## src/sv/scf_pkg.sv

```systemverilog
// ----------------------------------------------------------------------------
// scf_pkg : shared types and constants of the sequential channel fader
// Item and result beats, configuration and walk state, operation and mode
// codes.
// ----------------------------------------------------------------------------
`default_nettype none

package scf_pkg;

  localparam int DUTY_W = 12;

  // Operation codes of an input item
  typedef enum logic [2:0] {
    OP_TICK   = 3'd0,
    OP_ON     = 3'd1,
    OP_OFF    = 3'd2,
    OP_BLINK  = 3'd3,
    OP_TOGGLE = 3'd4
  } op_t;

  // Walk modes
  typedef enum logic [1:0] {
    MODE_IDLE  = 2'd0,
    MODE_ON    = 2'd1,
    MODE_OFF   = 2'd2,
    MODE_BLINK = 2'd3
  } mode_t;

  // Register indexes (byte address / 4)
  typedef enum logic [1:0] {
    REG_TARGET_DUTY   = 2'd0,
    REG_RAMP_STEP     = 2'd1,
    REG_HOLD_TIME     = 2'd2,
    REG_CHANNEL_COUNT = 2'd3
  } reg_idx_t;

  typedef struct packed {
    logic [2:0]  operation;
    logic        reverse_order;
    logic [31:0] now_ms;
  } item_t;

  typedef struct packed {
    logic              pwm_write;
    logic [3:0]        channel;
    logic [DUTY_W-1:0] duty;
    logic              lamp_on;
    logic              busy_res;
  } result_t;

  typedef struct packed {
    logic [DUTY_W-1:0] target_duty;
    logic [DUTY_W-1:0] ramp_step;
    logic [31:0]       hold_time_ms;
    logic [4:0]        channel_count;
  } cfg_t;

  // Walk state, apart from the channel index whose width is parameterised
  typedef struct packed {
    mode_t           mode;
    logic            pending;
    logic            is_on;
    logic            walk_reverse;
    logic [DUTY_W:0] current_duty;
    logic [31:0]     last_time;
  } walk_state_t;

endpackage : scf_pkg

`default_nettype wire

```

## src/sv/scf_cfg_regs.sv

```systemverilog
// ----------------------------------------------------------------------------
// scf_cfg_regs : configuration register file
// APB-style write and read access to target duty, ramp step, hold time and
// channel count.
// ----------------------------------------------------------------------------
`default_nettype none

module scf_cfg_regs
  import scf_pkg::*;
(
  input  wire logic        clk,
  input  wire logic        rst,
  input  wire logic        psel,
  input  wire logic        penable,
  input  wire logic        pwrite,
  input  wire logic [3:0]  paddr,
  input  wire logic [31:0] pwdata,
  output logic [31:0]      prdata,
  output logic             pready,
  output cfg_t             cfg
);

  logic   wr_en;
  reg_idx_t idx;

  assign pready = 1'b1;
  assign wr_en  = psel && penable && pwrite && pready;
  assign idx    = reg_idx_t'(paddr[3:2]);

  // Register writes
  always_ff @(posedge clk) begin
    if (rst) begin
      cfg.target_duty   <= DUTY_W'(4095);
      cfg.ramp_step     <= DUTY_W'(20);
      cfg.hold_time_ms  <= 32'd10000;
      cfg.channel_count <= 5'd16;
    end else if (wr_en) begin
      unique case (idx)
        REG_TARGET_DUTY:   cfg.target_duty   <= pwdata[DUTY_W-1:0];
        REG_RAMP_STEP:     cfg.ramp_step     <= pwdata[DUTY_W-1:0];
        REG_HOLD_TIME:     cfg.hold_time_ms  <= pwdata;
        REG_CHANNEL_COUNT: cfg.channel_count <= pwdata[4:0];
        default: ;
      endcase
    end
  end

  // Read mux
  always_comb begin
    unique case (idx)
      REG_TARGET_DUTY:   prdata = 32'(cfg.target_duty);
      REG_RAMP_STEP:     prdata = 32'(cfg.ramp_step);
      REG_HOLD_TIME:     prdata = cfg.hold_time_ms;
      REG_CHANNEL_COUNT: prdata = 32'(cfg.channel_count);
      default:           prdata = '0;
    endcase
  end

endmodule : scf_cfg_regs

`default_nettype wire

```

## src/sv/scf_step.sv

```systemverilog
// ----------------------------------------------------------------------------
// scf_step : next-state and result logic for one item
// Ramps the current channel's duty, walks to the next channel, starts and
// finishes walks, and times the blink hold.
// ----------------------------------------------------------------------------
`default_nettype none

module scf_step
  import scf_pkg::*;
#(
  parameter int MAX_CHANNELS = 16,
  parameter int CH_W         = $clog2(MAX_CHANNELS + 2) + 1
)(
  input  wire item_t                  item,
  input  wire cfg_t                   cfg,
  input  wire walk_state_t            st,
  input  wire logic signed [CH_W-1:0] chan,
  output walk_state_t                 st_next,
  output logic signed [CH_W-1:0]      chan_next,
  output result_t                     res
);

  logic signed [CH_W-1:0] eff;        // clamped channel count
  logic signed [CH_W-1:0] start_fwd;  // start index for an upward walk
  logic signed [CH_W-1:0] start_rev;  // start index for a downward walk
  logic signed [CH_W-1:0] ch_adv;
  logic                   adv_in;
  logic                   adv_done;
  logic [DUTY_W:0]        tgt;
  logic [DUTY_W:0]        stp;
  logic [DUTY_W+1:0]      up_sum;
  logic                   up_below;
  logic [DUTY_W:0]        up_duty;
  logic [DUTY_W:0]        dn_duty;
  logic [31:0]            elapsed;
  logic                   wr;
  logic signed [CH_W-1:0] wr_ch;
  logic [DUTY_W:0]        wr_duty;
  logic signed [CH_W+3:0] wr_ch_ext;
  logic                   up_fin;

  // Clamp the channel count to 1 .. MAX_CHANNELS
  always_comb begin
    if (cfg.channel_count == 5'd0) begin
      eff = CH_W'(1);
    end else if (32'(cfg.channel_count) > 32'(MAX_CHANNELS)) begin
      eff = CH_W'(MAX_CHANNELS);
    end else begin
      eff = CH_W'(cfg.channel_count);
    end
  end

  assign start_fwd = '0;
  assign start_rev = eff - CH_W'(1);

  // Move to the neighbouring channel and check the range
  assign ch_adv   = st.walk_reverse ? chan - CH_W'(1) : chan + CH_W'(1);
  assign adv_in   = (ch_adv >= 0) && (ch_adv < eff);
  assign adv_done = st.walk_reverse ? (ch_adv < 0) : (ch_adv >= eff);

  // Ramp arithmetic
  assign tgt      = {1'b0, cfg.target_duty};
  assign stp      = {1'b0, cfg.ramp_step};
  assign up_sum   = {1'b0, st.current_duty} + {1'b0, stp};
  assign up_below = st.current_duty < tgt;
  assign up_duty  = (up_sum > {1'b0, tgt}) ? tgt : up_sum[DUTY_W:0];
  assign dn_duty  = (st.current_duty > stp) ? st.current_duty - stp : '0;
  assign elapsed  = item.now_ms - st.last_time;

  always_comb begin
    st_next   = st;
    chan_next = chan;
    wr        = 1'b0;
    wr_ch     = '0;
    wr_duty   = '0;
    up_fin    = 1'b0;

    case (op_t'(item.operation)) inside
      OP_ON, OP_OFF, OP_BLINK, OP_TOGGLE: begin
        st_next.walk_reverse = item.reverse_order;
        if (!st.pending) begin
          // start of an on, off or blink walk
          if ((op_t'(item.operation) == OP_ON && !st.is_on) ||
              (op_t'(item.operation) == OP_TOGGLE && !st.is_on)) begin
            st_next.pending      = 1'b1;
            st_next.mode         = MODE_ON;
            st_next.last_time    = item.now_ms;
            st_next.current_duty = '0;
            chan_next = item.reverse_order ? start_rev : start_fwd;
          end else if ((op_t'(item.operation) == OP_OFF && st.is_on) ||
                       (op_t'(item.operation) == OP_TOGGLE && st.is_on)) begin
            st_next.pending      = 1'b1;
            st_next.mode         = MODE_OFF;
            st_next.last_time    = item.now_ms;
            st_next.current_duty = tgt;
            chan_next = item.reverse_order ? start_rev : start_fwd;
          end else if (op_t'(item.operation) == OP_BLINK) begin
            st_next.pending      = 1'b1;
            st_next.mode         = MODE_BLINK;
            st_next.current_duty = '0;
            chan_next = item.reverse_order ? start_rev : start_fwd;
          end
        end
      end

      OP_TICK: begin
        unique case (st.mode) inside
          MODE_ON, MODE_BLINK: begin
            if (st.mode == MODE_BLINK && st.is_on) begin
              // hold time over: start the off walk
              if (elapsed >= cfg.hold_time_ms) begin
                st_next.pending      = 1'b1;
                st_next.mode         = MODE_OFF;
                st_next.last_time    = item.now_ms;
                st_next.current_duty = tgt;
                chan_next = st.walk_reverse ? start_rev : start_fwd;
              end
            end else begin
              // ramp up, then walk on
              if (up_below) begin
                st_next.current_duty = up_duty;
                wr      = 1'b1;
                wr_ch   = chan;
                wr_duty = up_duty;
              end else begin
                chan_next = ch_adv;
                if (adv_in) begin
                  st_next.current_duty = '0;
                  wr    = 1'b1;
                  wr_ch = ch_adv;
                end
                up_fin = adv_done;
              end
              if (st.mode == MODE_BLINK) begin
                st_next.is_on     = up_fin;
                st_next.last_time = item.now_ms;
              end else if (up_fin) begin
                st_next.is_on   = 1'b1;
                st_next.pending = 1'b0;
                st_next.mode    = MODE_IDLE;
              end
            end
          end

          MODE_OFF: begin
            // ramp down, then walk on
            if (st.current_duty != '0) begin
              st_next.current_duty = dn_duty;
              wr      = 1'b1;
              wr_ch   = chan;
              wr_duty = dn_duty;
            end else begin
              chan_next = ch_adv;
              if (adv_in) begin
                st_next.current_duty = tgt;
                wr      = 1'b1;
                wr_ch   = ch_adv;
                wr_duty = tgt;
              end
              if (adv_done) begin
                st_next.is_on   = 1'b0;
                st_next.pending = 1'b0;
                st_next.mode    = MODE_IDLE;
              end
            end
          end

          default: ;
        endcase
      end

      // unknown codes leave everything alone
      default: ;
    endcase
  end

  // Result: channel field is the index's low four bits
  assign wr_ch_ext     = (CH_W+4)'(wr_ch);
  assign res.pwm_write = wr;
  assign res.channel   = wr_ch_ext[3:0];
  assign res.duty      = wr_duty[DUTY_W-1:0];
  assign res.lamp_on   = st_next.is_on;
  assign res.busy_res  = st_next.pending;

endmodule : scf_step

`default_nettype wire

```

## src/sv/sequential_channel_fader.sv

```systemverilog
// ----------------------------------------------------------------------------
// sequential_channel_fader : sequential PWM channel fader
// Input register, single-pass step logic with walk state, result register.
// ----------------------------------------------------------------------------
// Takes one item per clock while the result side is not stalled; each item
// gives exactly one result beat: the item register feeds the step logic
// and the result register loads from it. The walk state updates as the
// result is registered, so back-to-back items see each other's effects in
// order. A stalled result register holds the item register, which then
// raises item_stall. Configuration is through the APB port (pready always
// high) and is meant to be written only while idle.
// ----------------------------------------------------------------------------
`default_nettype none

module sequential_channel_fader
  import scf_pkg::*;
#(
  parameter int MAX_CHANNELS = 16
)(
  input  wire logic        clk,
  input  wire logic        rst,
  input  wire logic        item_valid,
  output logic             item_stall,
  input  wire item_t       item,
  output logic             result_valid,
  input  wire logic        result_stall,
  output result_t          result,
  input  wire logic        psel,
  input  wire logic        penable,
  input  wire logic        pwrite,
  input  wire logic [3:0]  paddr,
  input  wire logic [31:0] pwdata,
  output logic [31:0]      prdata,
  output logic             pready
);

  localparam int CH_W = $clog2(MAX_CHANNELS + 2) + 1;

  cfg_t                   cfg;
  item_t                  item_r;
  logic                   item_full;
  logic                   step_en;
  walk_state_t            st;
  walk_state_t            st_next;
  logic signed [CH_W-1:0] chan;
  logic signed [CH_W-1:0] chan_next;
  result_t                res;

  scf_cfg_regs u_cfg (
    .clk     (clk),
    .rst     (rst),
    .psel    (psel),
    .penable (penable),
    .pwrite  (pwrite),
    .paddr   (paddr),
    .pwdata  (pwdata),
    .prdata  (prdata),
    .pready  (pready),
    .cfg     (cfg)
  );

  // Pipe advances unless a finished result is held
  assign step_en    = item_full && !(result_valid && result_stall);
  assign item_stall = item_full && !step_en;

  // Item register
  always_ff @(posedge clk) begin
    if (rst) begin
      item_full <= 1'b0;
    end else if (item_valid && !item_stall) begin
      item_full <= 1'b1;
    end else if (step_en) begin
      item_full <= 1'b0;
    end
  end

  always_ff @(posedge clk) begin
    if (item_valid && !item_stall) begin
      item_r <= item;
    end
  end

  scf_step #(
    .MAX_CHANNELS (MAX_CHANNELS),
    .CH_W         (CH_W)
  ) u_step (
    .item      (item_r),
    .cfg       (cfg),
    .st        (st),
    .chan      (chan),
    .st_next   (st_next),
    .chan_next (chan_next),
    .res       (res)
  );

  // Walk state
  always_ff @(posedge clk) begin
    if (rst) begin
      st.mode         <= MODE_IDLE;
      st.pending      <= 1'b0;
      st.is_on        <= 1'b0;
      st.walk_reverse <= 1'b0;
      st.current_duty <= '0;
      st.last_time    <= '0;
      chan            <= '0;
    end else if (step_en) begin
      st   <= st_next;
      chan <= chan_next;
    end
  end

  // Result register
  always_ff @(posedge clk) begin
    if (rst) begin
      result_valid <= 1'b0;
    end else if (step_en) begin
      result_valid <= 1'b1;
    end else if (!result_stall) begin
      result_valid <= 1'b0;
    end
  end

  always_ff @(posedge clk) begin
    if (step_en) begin
      result <= res;
    end
  end

  // A walk is in progress exactly while a request is pending
  a_pending_mode: assert property (@(posedge clk) disable iff (rst)
    st.pending == (st.mode != MODE_IDLE))
    else $error("pending flag and walk mode disagree");

  // No write means an all-zero channel and duty
  a_no_write_zero: assert property (@(posedge clk) disable iff (rst)
    result_valid && !result.pwm_write |-> result.channel == 4'd0 && result.duty == '0)
    else $error("result without write carries channel or duty");

  // A held item is kept until the result side frees up
  a_item_hold: assert property (@(posedge clk) disable iff (rst)
    item_full && !step_en |=> item_full && $stable(item_r))
    else $error("item register lost while pipe was stalled");

  // The reported lamp and busy flags follow the state written with them
  a_flags_track: assert property (@(posedge clk) disable iff (rst)
    step_en |=> result.lamp_on == st.is_on && result.busy_res == st.pending)
    else $error("result flags differ from walk state");

endmodule : sequential_channel_fader

`default_nettype wire

```

## config.mk

```make
export PLATFORM = sky130hd
export DESIGN_NAME = sequential_channel_fader
export DESIGN_NICKNAME = d
export VERILOG_FILES = /design/src/sv/scf_pkg.sv /design/src/sv/scf_cfg_regs.sv /design/src/sv/scf_step.sv /design/src/sv/sequential_channel_fader.sv
export SDC_FILE = /design/constraint.sdc
export NUM_CORES = 1
export LEC_CHECK = 0
export ABC_AREA = 1
export BUFFER_PORTS_ARGS = -buffer_cell sky130_fd_sc_hd__buf_2
export CORE_ASPECT_RATIO = 1.75
export CORE_MARGIN = 1.5
export CORE_UTILIZATION = 43
export CTS_BUF_LIST = sky130_fd_sc_hd__clkbuf_8
export DETAILED_ROUTE_END_ITERATION = 10
export GPL_ROUTABILITY_DRIVEN = 0
export MAX_ROUTING_LAYER = met4
export PLACE_DENSITY = 0.73
export SETUP_SLACK_MARGIN = 0.05
export SKIP_LAST_GASP = 1
export SLEW_MARGIN = 25
export SYNTH_ARGS = -nofsm -noshare
export SYNTH_HDL_FRONTEND = slang
export SYNTH_SLANG_ARGS = --single-unit
export TNS_END_PERCENT = 20
```

## constraint.sdc

```tcl
create_clock -name clk -period 5 [get_ports clk]
set_input_delay 0.75 -clock clk [delete_from_list [all_inputs] [get_ports clk]]
set_output_delay 0.75 -clock clk [all_outputs]
set_load 0.02 [all_outputs]
```

==> impl_metrics.json <==
{
  "worst_pin_slew_ns": 0.951,
  "wl_per_cell_um": 16.5,
  "relSlewSlack_pct": 36.2,
  "synth_top_area_share_pct": 19.7,
  "postSynth.asyncResetShare_pct": 0,
  "numPortBuffers": 129,
  "drt_first_pass_iters": 5,
  "grtUsageTotal_pct": 25.3,
  "setup_ws_ns": 0.445,
  "grt_max_degree": 63,
  "ys_seq_elements": 174,
  "min_period_ns": 4.56,
  "grt_antenna_before_repair": 4,
  "via_per_inst": 5.50,
  "finish.utilization_pct": 48.6,
  "synth_cell_type_count": 53,
  "post_synth.cell_area_avg_um2": 7.30,
  "place_ws_ns": 0.223,
  "hpwlAfterDp_um": 26800,
  "rows": 81,
  "cp-end-kind": "register",
  "clkTransAtPathRegs_ns": 0.10,
  "core_region_area_mm2": 0.0278,
  "max_freq_mhz": 220,
  "htree_levels": 4,
  "initial_core_util_pct": 43.5,
  "die_height_um": 225,
  "hold_violations": 0,
  "cp.required_ns": 5.44,
  "cts_num_sinks": 174,
  "cp-start-kind": "register",
  "wirelength_um": 35400,
  "hp-class": "input port to register",
  "p_per_area_mw_per_mm2": 263,
  "io_pins": 133,
  "ant_nets": 0,
  "area_growth_pct": 11.9,
  "finalSetupViolations": 0,
  "grt_pass1_vias": 11400,
  "nets": 1961,
  "rsz0062_at_grt": "false",
  "finalClockSkew_ns": 0.0178,
  "die_width_um": 130,
  "cts_inserted_buffers": 17,
  "setup_tns_ns": 0,
  "drive_above_1_share_pct": 12.0,
  "grt-ovfl-total": 0,
  "drv_cap": 0,
  "syn-cell-area_mm2": 0.0121,
  "cts_tree": "built",
  "initialDrtViolationCount": 729,
  "drc": 0,
  "yosysWarnings": 0,
  "critPathMaxFanout": 11,
  "nFillCells": 2795,
  "synth_top_cells_by_count": "297 x nand2_1, 212 x a21oi_1, 197 x inv_1",
  "clock_latency_ns": 0.52,
  "p_leak_nw": 6.01,
  "synthTopCellsByArea": "dfxtp_1 20%, edfxtp_1 14%, ha_1 12%, nand2_1 9.2%, a21oi_1 8.8%",
  "crit_type": "register to register",
  "hold_buffers": 0,
  "synth.most_common_cell": "nand2_1",
  "die_area_mm2": 0.0291,
  "clk_path_buf_depth": 2,
  "ir_worst_vdd_mv": 0.210,
  "netlist.top_cell.by_area": "dfxtp_1",
  "finalCritPeriodShare_pct": 91.1,
  "vias": 11800,
  "ys.flop_type": "dfxtp_1",
  "status": "finished clean",
  "worst_ep_arrival_time_ns": 5.00,
  "synth_fp_nets": 1856,
  "syn-instance-count": 1653,
  "root_buffer": "clkbuf_8",
  "synth_edf_count": 55,
  "synth-seq-area-share_pct": 33.4,
  "slew_violations": 0,
  "grt_pass1_wl_um": 55600
}
==> stage by stage <==
step / std cells / total power [mW] / hold slack, ns / area, um2
final: 2149 / 3.55 / 0.403 / 13500
after global routing: 2148 / 3.76 / 0.379 / 13500
after CTS: 2141 / 3.55 / 0.373 / 13400
after detailed placement: 2109 / 2.59 / 0.450 / 13000
after global placement: 2109 / 2.57 / 0.443 / 13000
after floorplan: 1653 / 2.31 / 0.433 / 12100
==> sequential cells by signal, indices dropped and copies added, names as in the netlist <==
signal,flops
chan,6
item_full,1
item_r,36
result,19
result_valid,1
st,50
u_cfg.cfg,61
==> cells in the final DEF (no fill, tap or decap), types with 25 or more instances in the layout <==
cell,instances
nand2_1,296
a21oi_1,212
inv_1,198
o21ai_0,173
buf_2,129
nor2_1,123
ha_1,120
dfxtp_1,119
nand3_1,61
edfxtp_1,55
xor2_1,36
nand4_1,28
o211ai_1,25
==> worst paths after layout <==
path	from	depth (start not counted)	endpoint	slack (ns)
max	item_r[17]$_DFFE_PP_	23	st[36]$_SDFFE_PP0P_	0.44
max reg2reg	item_r[17]$_DFFE_PP_	23	st[36]$_SDFFE_PP0P_	0.44
min reg2reg	st[15]$_SDFFE_PP0P_	2	st[15]$_SDFFE_PP0P_	0.46
min	item[32]	1	item_r[32]$_DFFE_PP_	0.40
==> report_power, final <==
part | switching, mW | total, mW | internal [mW] | leakage (nW)
registers | 0.0400 | 1.56 | 1.52 | 1.50
logic | 0.686 | 1.04 | 0.352 | 4.31
clock network | 0.553 | 0.960 | 0.407 | 0.197
total | 1.28 | 3.55 | 2.28 | 6.01
==> kinds of logic (layout without fill, tap and decap cells) <==
logic type / count (synthesis) / after routing / share of synthesized area [%]
other: 1 / 6 / 0.0311
buffers and inverters: 271 / 388 / 8.84
AOI/OAI and AO/OA: 470 / 470 / 21.1
adders and majority gates: 124 / 124 / 13.1
DFF: 174 / 174 / 33.4
xor gates and xnor gates: 48 / 48 / 3.55
and+or+nand+nor: 565 / 566 / 20.0
==> per-layer routing <==
metal / track usage, % / up-vias / share of wire (%)
met4: 18.8 / 0 / 7.5
li1: - / 5831 / -
met1: 24.8 / 5398 / 35
met5: - / - / 0
met3: 4.95 / 170 / 5.8
met2: 43.7 / 424 / 51
==> area by class of cell <==
type                    count  area, um2  area share [%]
multi-input cells        1209       7020            52.0
repair buffers            144        801            5.93
clock buffers              18        248            1.84
clock inverters            14        119           0.881
diodes                      5       12.5          0.0927
inverters                 212        801            5.93
flip-flops and latches    174       4030            29.9
well taps                 373        467            3.46
==> worst max-delay path, cell delays in order (launching register included) <==
cell      delay, ns
edfxtp_1       0.40
ha_1           0.38
nand2_1        0.12
nor3_2         0.29
nand4_1        0.21
nand3_1        0.22
nand3_1        0.12
nand2_1        0.11
nand4_1        0.13
a31oi_1        0.21
xor2_1         0.16
inv_1          0.05
ha_1           0.26
nand2_1        0.07
nor2_1         0.17
nand4_1        0.16
nor2_1         0.17
nand4_1        0.12
nand3_2        0.15
or2_4          0.16
nand3_4        0.11
nor2_4         0.39
o21ai_0        0.14
nor2_1         0.16
==> repair_timing <==
item / 4_1_cts / 5_1_grt
setup endpoints to repair: 0 / 51
buffers inserted: 0 / 1
gates resized for setup: 0 / 9
Power figures use the tool's default switching activity.
